`config.mk`:
```
export PLATFORM = sky130hd
export DESIGN_NAME = icf_queue
export DESIGN_NICKNAME = d
export VERILOG_FILES = /design/src/rtl/core/icf_queue.sv
export SDC_FILE = /design/constraint.sdc
export NUM_CORES = 1
export LEC_CHECK = 0
export BUFFER_PORTS_ARGS = -buffer_cell sky130_fd_sc_hd__buf_2
export CAP_MARGIN = 20
export CORE_AREA = 5 5 64 66
export DETAILED_ROUTE_END_ITERATION = 10
export DIE_AREA = 0 0 69 71
export PLACE_DENSITY = 0.74
export SLEW_MARGIN = 20
export SYNTH_ARGS = -nofsm -noshare
export SYNTH_HDL_FRONTEND = slang
export SYNTH_SLANG_ARGS = --single-unit
```
`constraint.sdc`:
```
create_clock -name clk -period 1.5 [get_ports clk]
set_input_delay 0.075 -clock clk [delete_from_list [all_inputs] [get_ports clk]]
set_output_delay 0.075 -clock clk [all_outputs]
set_load 0.005 [all_outputs]
```
`src/rtl/core/icf_queue.sv`:
```
`default_nettype none

module icf_queue #(
  parameter int DATA_W = 8,
  parameter int DEPTH  = 4
) (
  input  logic                        clk,
  input  logic                        rst,
  input  logic                        push,
  input  logic [DATA_W-1:0]           push_data,
  input  logic                        pop,
  output logic [DATA_W-1:0]           head_data,
  output logic                        not_empty,
  output logic [$clog2(DEPTH+1)-1:0]  count
);

  localparam int PTR_W = (DEPTH > 1) ? $clog2(DEPTH) : 1;
  localparam int CNT_W = $clog2(DEPTH + 1);

  logic [DATA_W-1:0] slots [DEPTH];
  logic [PTR_W-1:0]  wr_ptr;
  logic [PTR_W-1:0]  rd_ptr;

  function automatic logic [PTR_W-1:0] ptr_inc(input logic [PTR_W-1:0] p);
    ptr_inc = (p == PTR_W'(DEPTH - 1)) ? '0 : p + PTR_W'(1);
  endfunction

  always_ff @(posedge clk) begin
    if (rst) begin
      wr_ptr <= '0;
      rd_ptr <= '0;
      count  <= '0;
    end else begin
      if (push) wr_ptr <= ptr_inc(wr_ptr);
      if (pop)  rd_ptr <= ptr_inc(rd_ptr);
      if (push && !pop)      count <= count + CNT_W'(1);
      else if (!push && pop) count <= count - CNT_W'(1);
    end
  end

  always_ff @(posedge clk) begin
    if (push) slots[wr_ptr] <= push_data;
  end

  assign head_data = slots[rd_ptr];
  assign not_empty = (count != '0);

  a_no_overflow: assert property (@(posedge clk) disable iff (rst)
    push && !pop |-> count < CNT_W'(DEPTH))
    else $error("queue overflow");

  a_no_underflow: assert property (@(posedge clk) disable iff (rst)
    pop |-> count != '0)
    else $error("queue underflow");

  a_count_up: assert property (@(posedge clk) disable iff (rst)
    push && !pop |=> count == $past(count) + CNT_W'(1))
    else $error("queue count lost a beat");

endmodule

`default_nettype wire

```
## Yosys cells after proc, flatten, opt, wreduce, memory -nomap -nowiden

Memories as Yosys holds them, arrays and structs flattened. A register that Yosys moved wholly into a read port is not among the register bits.
Index checks and enable logic that the tools add are counted.

- Bits of input ports: 12
- Output and inout bits: 12
- Logic and storage cells: 24
- Memories: 1
- Register bits: 7
- Bits in writable memories: 32

Memory list:

| name | words | width | rd ports | clocked after Yosys merged registers in | wr ports | line | text |
|---|---|---|---|---|---|---|---|
| slots | 4 | 8 | 1 | 1 | 1 | 20 | `logic [DATA_W-1:0] slots [DEPTH];` |

- $add $sub $neg: 4
- Reduce and logical (&&, ||, !) cells: 6
- Mux-type cells: 8
- Equality and inequality tests: 2

Operator list:

| kind | count |
|---|---|
| 2-bit 2-to-1 mux | 4 |
| 3-bit 2-to-1 mux | 2 |
| 2-bit by 1-bit adder with 2-bit output, second input constant | 2 |
| 2-bit == test, second input constant | 2 |
| 3-bit by 1-bit adder with 3-bit output, second input constant | 1 |
| 3-bit nonzero test | 1 |
| 3-bit by 1-bit subtractor with 3-bit output, second input constant | 1 |
| 1-bit logical AND | 2 |
| 1-bit zero test | 2 |
| 1-bit 2-to-1 mux | 2 |
| 2-bit nonzero test | 1 |

## Logic depth before layout (Yosys ltp)

- Depth in word-level cells: 4
- Mapped depth: 7
- Mapped depth without buffers: 7

## Worst setup path after synthesis

Ideal clock, no wire load.

- Kind: register -> register
- Start point: register count[0]
- End point: register count[2]
- Buffers on the path: 0
- Period minus slack after synthesis: 1.401 ns
- Data required time: 1.430 ns
- Arrival time: 1.331 ns
- Setup time: 0.070 ns
- Slack: 0.099 ns
- Stages on the path, launching flop included: 5
- Path through: dfxtp_1 -> fa_1 -> xor2_1 -> or3_1 -> a21oi_1

- Cells in the longest elaborated chain, start to end: 3
- Elaborated cells on any way between the ends: 4
- Those cells by class: add/sub (2); mux (2)

RTL lines:

| what | line | text |
|---|---|---|
| start: declaration | 14 | `output logic [$clog2(DEPTH+1)-1:0] count` |
| start signal: assignment | 36 | `if (push && !pop) count <= count + CNT_W'(1);` |
| start signal: assignment | 37 | `else if (!push && pop) count <= count - CNT_W'(1);` |
| 3-bit by 1-bit subtractor with 3-bit output | 37 |  |
| 3-bit 2-to-1 mux | 37 |  |
| 3-bit 2-to-1 mux (*) | 36 |  |

Every way passes the cells marked *; elsewhere a longest branch is shown, timed or not. The select of a mux whose other input is x is not followed.
A chain may end at the register's enable or synchronous reset.

==> results_dict.tcl <==
set metrics [dict create \
    drc_errors 0 \
    violations "negative setup slack" \
    first_global_vias 940 \
    drtAntennaViolNets 0 \
    seq_area_um2 1150 \
    final_nets 150 \
    timing.final.max_slew_violations 0 \
    vias_per_cell 4.844 \
    pre_cts_ws_ns -0.07916 \
    synth_top_family_by_area "multiplexers" \
    cp_cell_sequence "buf_12 > mux4_2 > buf_6" \
    hold_path.class "input port to flip-flop" \
    totalWireLength_um 2548 \
    dieArea_um2 4899 \
    fin_worst_skew_ns 0.008594 \
    dpl_cell_area_um2 1826 \
    yosysSeqAreaShare_pct 71.59 \
    power.leakage_nw 0.7703 \
    initial_core_util_pct 45.24 \
    crit_path_top_delay_cell "mux4_2" \
    drt_iter0_markers 19 \
    worst-setup-path-type "flip-flop to output port" \
    gp_congestion 0.6840 \
    cp_max_fo 8 \
    die_x_um 69 \
    post_cts.repair.setup_buffers 0 \
    routedWlPerCell_um 14.16 \
    clk_pin_slew_ns 0.11 \
    max_freq_mhz 645.9 \
    final_cell_area_um2 2019 \
    overflow 0 \
    synth_simple_gate_area_share_pct 4.710 \
    multi_input_area_um2 431.7 \
    drt_first_pass_iters 4 \
    cp.arrival_ns 1.47 \
    coreArea_um2 3523 \
    synth_mux_area_share_pct 13.19 \
    cpPeakStageDelay_ns 0.51 \
    rsz0062_at_grt "true" \
    dp_hpwl_um 1792 \
    synth-compound-area-share_pct 1.256 \
    synthXorXnorAreaFrac_pct 1.099 \
    fillers 310 \
    grt_max_degree 13 \
    grt_pass1_wl_um 4450 \
    synthToLayoutAreaGrowth_pct 26.69 \
    grt_antenna_before_repair 0 \
    htree_num_levels 2 \
    cts_sinks 41 \
    tightest_slew_ns 0.4346 \
    critPathRequiredTime_ns 1.42 \
    setup_ws_ns -0.04811 \
    clkLatencyLatePin_ns 0.34 \
    worst_ir_drop_vdd_mv 0.6513 \
    setup_viol 8 \
    drive_gt1_share_pct 38.64 \
    cts_tree "yes" \
    grt_usage_pct 11.78 \
    status "finished with violations" \
    p_per_area_nw_per_um2 1138 \
    cts_root_buf "clkbuf_4" \
    instances_no_fill 180 \
    io_pins 24 \
    hold_ws_ns 0.1052 \
    clockBufferDepth 2 \
    max-slew-margin-rel_pct 71.03 \
    post-route-period-util_pct 103.2 \
    end_kind "output port" \
    crit_path_start_kind "flip-flop" \
    synthesis.area_um2 1594 \
    synth_fa_ha_area_share_pct 5.965 \
    avgSynthCellArea_um2 18.54 \
    die_h_um 71 \
    syn_nets 105 \
    place_inst 163 \
    finalHoldViolCount 0 \
    worst-path-buf-inv 2 \
    ys_types 16 \
    cts_buffers 5 \
    maxCapViolCount 0 \
    min_period_ns 1.548 \
    ys_ff_latch 41 \
    diodes 0 \
    portBuffers 23 \
    tns_ns -0.2378 \
    yosys_warnings 0 \
    std_cell_rows 22 \
    critical_path.top_delay_family "multiplexers" \
    vias 872 \
    netlist_instances 86 \
]
[layer usage]
metal | vias to the layer above | share of wire, % | global-route usage (%)
li1 | 413 | - | -
met1 | 428 | 40 | 13.45
met2 | 24 | 52 | 20.23
met3 | 7 | 5.7 | 3.409
met4 | 0 | 2.1 | 5.857
met5 | - | 0 | 0
[placed cells by master (no fill, tap or decap), types with 2 or more instances in the layout]
master,instances
nor2_1,6
mux2i_1,3
dlygate4sd3_1,9
mux4_2,8
and2_1,4
dfxtp_1,6
dfxtp_4,2
clkbuf_4,5
nor3b_1,2
edfxtp_1,32
ha_1,6
buf_2,22
buf_4,7
a21oi_1,2
or3_1,2
inv_1,5
[metrics by stage]
stage / power (mW) / util, %
2_1_floorplan: 1.491 / -
3_3_place_gp: 1.608 / 51.81
3_5_place_dp: 1.621 / 51.81
4_1_cts: 2.306 / 56.64
5_1_grt: 2.416 / 57.32
6_report: 2.298 / 57.32
[flip-flops by register name (all words and copies together) (netlist names), named ones only]
name    flops
wr_ptr      2
count       3
rd_ptr      2
slots      32
[cell usage after synthesis]
| cell | n | area (µm²) |
|---|---|---|
| nor2_1 | 6 | 22.52 |
| nor3b_1 | 2 | 15.01 |
| mux4_2 | 8 | 180.2 |
| mux2i_1 | 3 | 30.03 |
| or3_1 | 2 | 12.51 |
| a21oi_1 | 3 | 15.01 |
| clkbuf_2 | 1 | 5.000 |
| edfxtp_1 | 32 | 960.9 |
| ha_1 | 6 | 75.07 |
| and2_1 | 4 | 25.02 |
| o21ai_0 | 1 | 5.000 |
| xor2_1 | 2 | 17.52 |
| inv_1 | 5 | 18.77 |
| fa_1 | 1 | 20.02 |
| buf_6 | 1 | 11.26 |
| dfxtp_1 | 9 | 180.2 |
[where the power goes]
part	total, mW	leakage (nW)	internal (mW)	switching [mW]
Combinational	0.301	0.361	0.173	0.128
Sequential	1.33	0.370	1.29	0.0385
Clock	0.669	0.0399	0.347	0.322
[tightest hold or removal path, delay by kind of cell]
kind,cells,cell delay (ns)
AO/OA/AOI/OAI,1,0.14
buffers and inverters,2,0.14
AND/OR/NAND/NOR,1,0.05
[timing repair]
action                                  4_1_cts  5_1_grt
gates resized for setup                       3        6
endpoints found under the hold margin        41        0
pin swaps                                     1        3
hold buffers                                  9        0
endpoints found under the setup margin        9        9
[worst paths after layout]
path / slack [ns] / from / end / depth (start not counted)
max: -0.05 / flip-flop / head_data[1] / 3
min: 0.11 / pop / flip-flop / 4
max reg2reg: 0.01 / count[1]$_SDFFE_PP0P_ / count[2]$_SDFFE_PP0P_ / 4
min reg2reg: 0.55 / count[1]$_SDFFE_PP0P_ / count[1]$_SDFFE_PP0P_ / 2
[logic make-up (layout without fill, tap and decap cells)]
logic type | count (synthesis) | in the layout
simple gates | 14 | 14
mux | 11 | 11
compound gates | 4 | 4
flops | 41 | 41
buf+inv | 7 | 53
xor+xnor | 2 | 2
fa+ha+maj | 7 | 7
[area by class of cell]
type / count / area share (%)
tap: 48 / 2.974
inverter: 5 / 0.9294
clock buffer: 6 / 2.045
sequential: 41 / 56.94
multi-input combinational: 38 / 21.38
timing repair buffer: 40 / 14.06
clock inverter: 2 / 1.673
(Power assumes the default switching activity.)
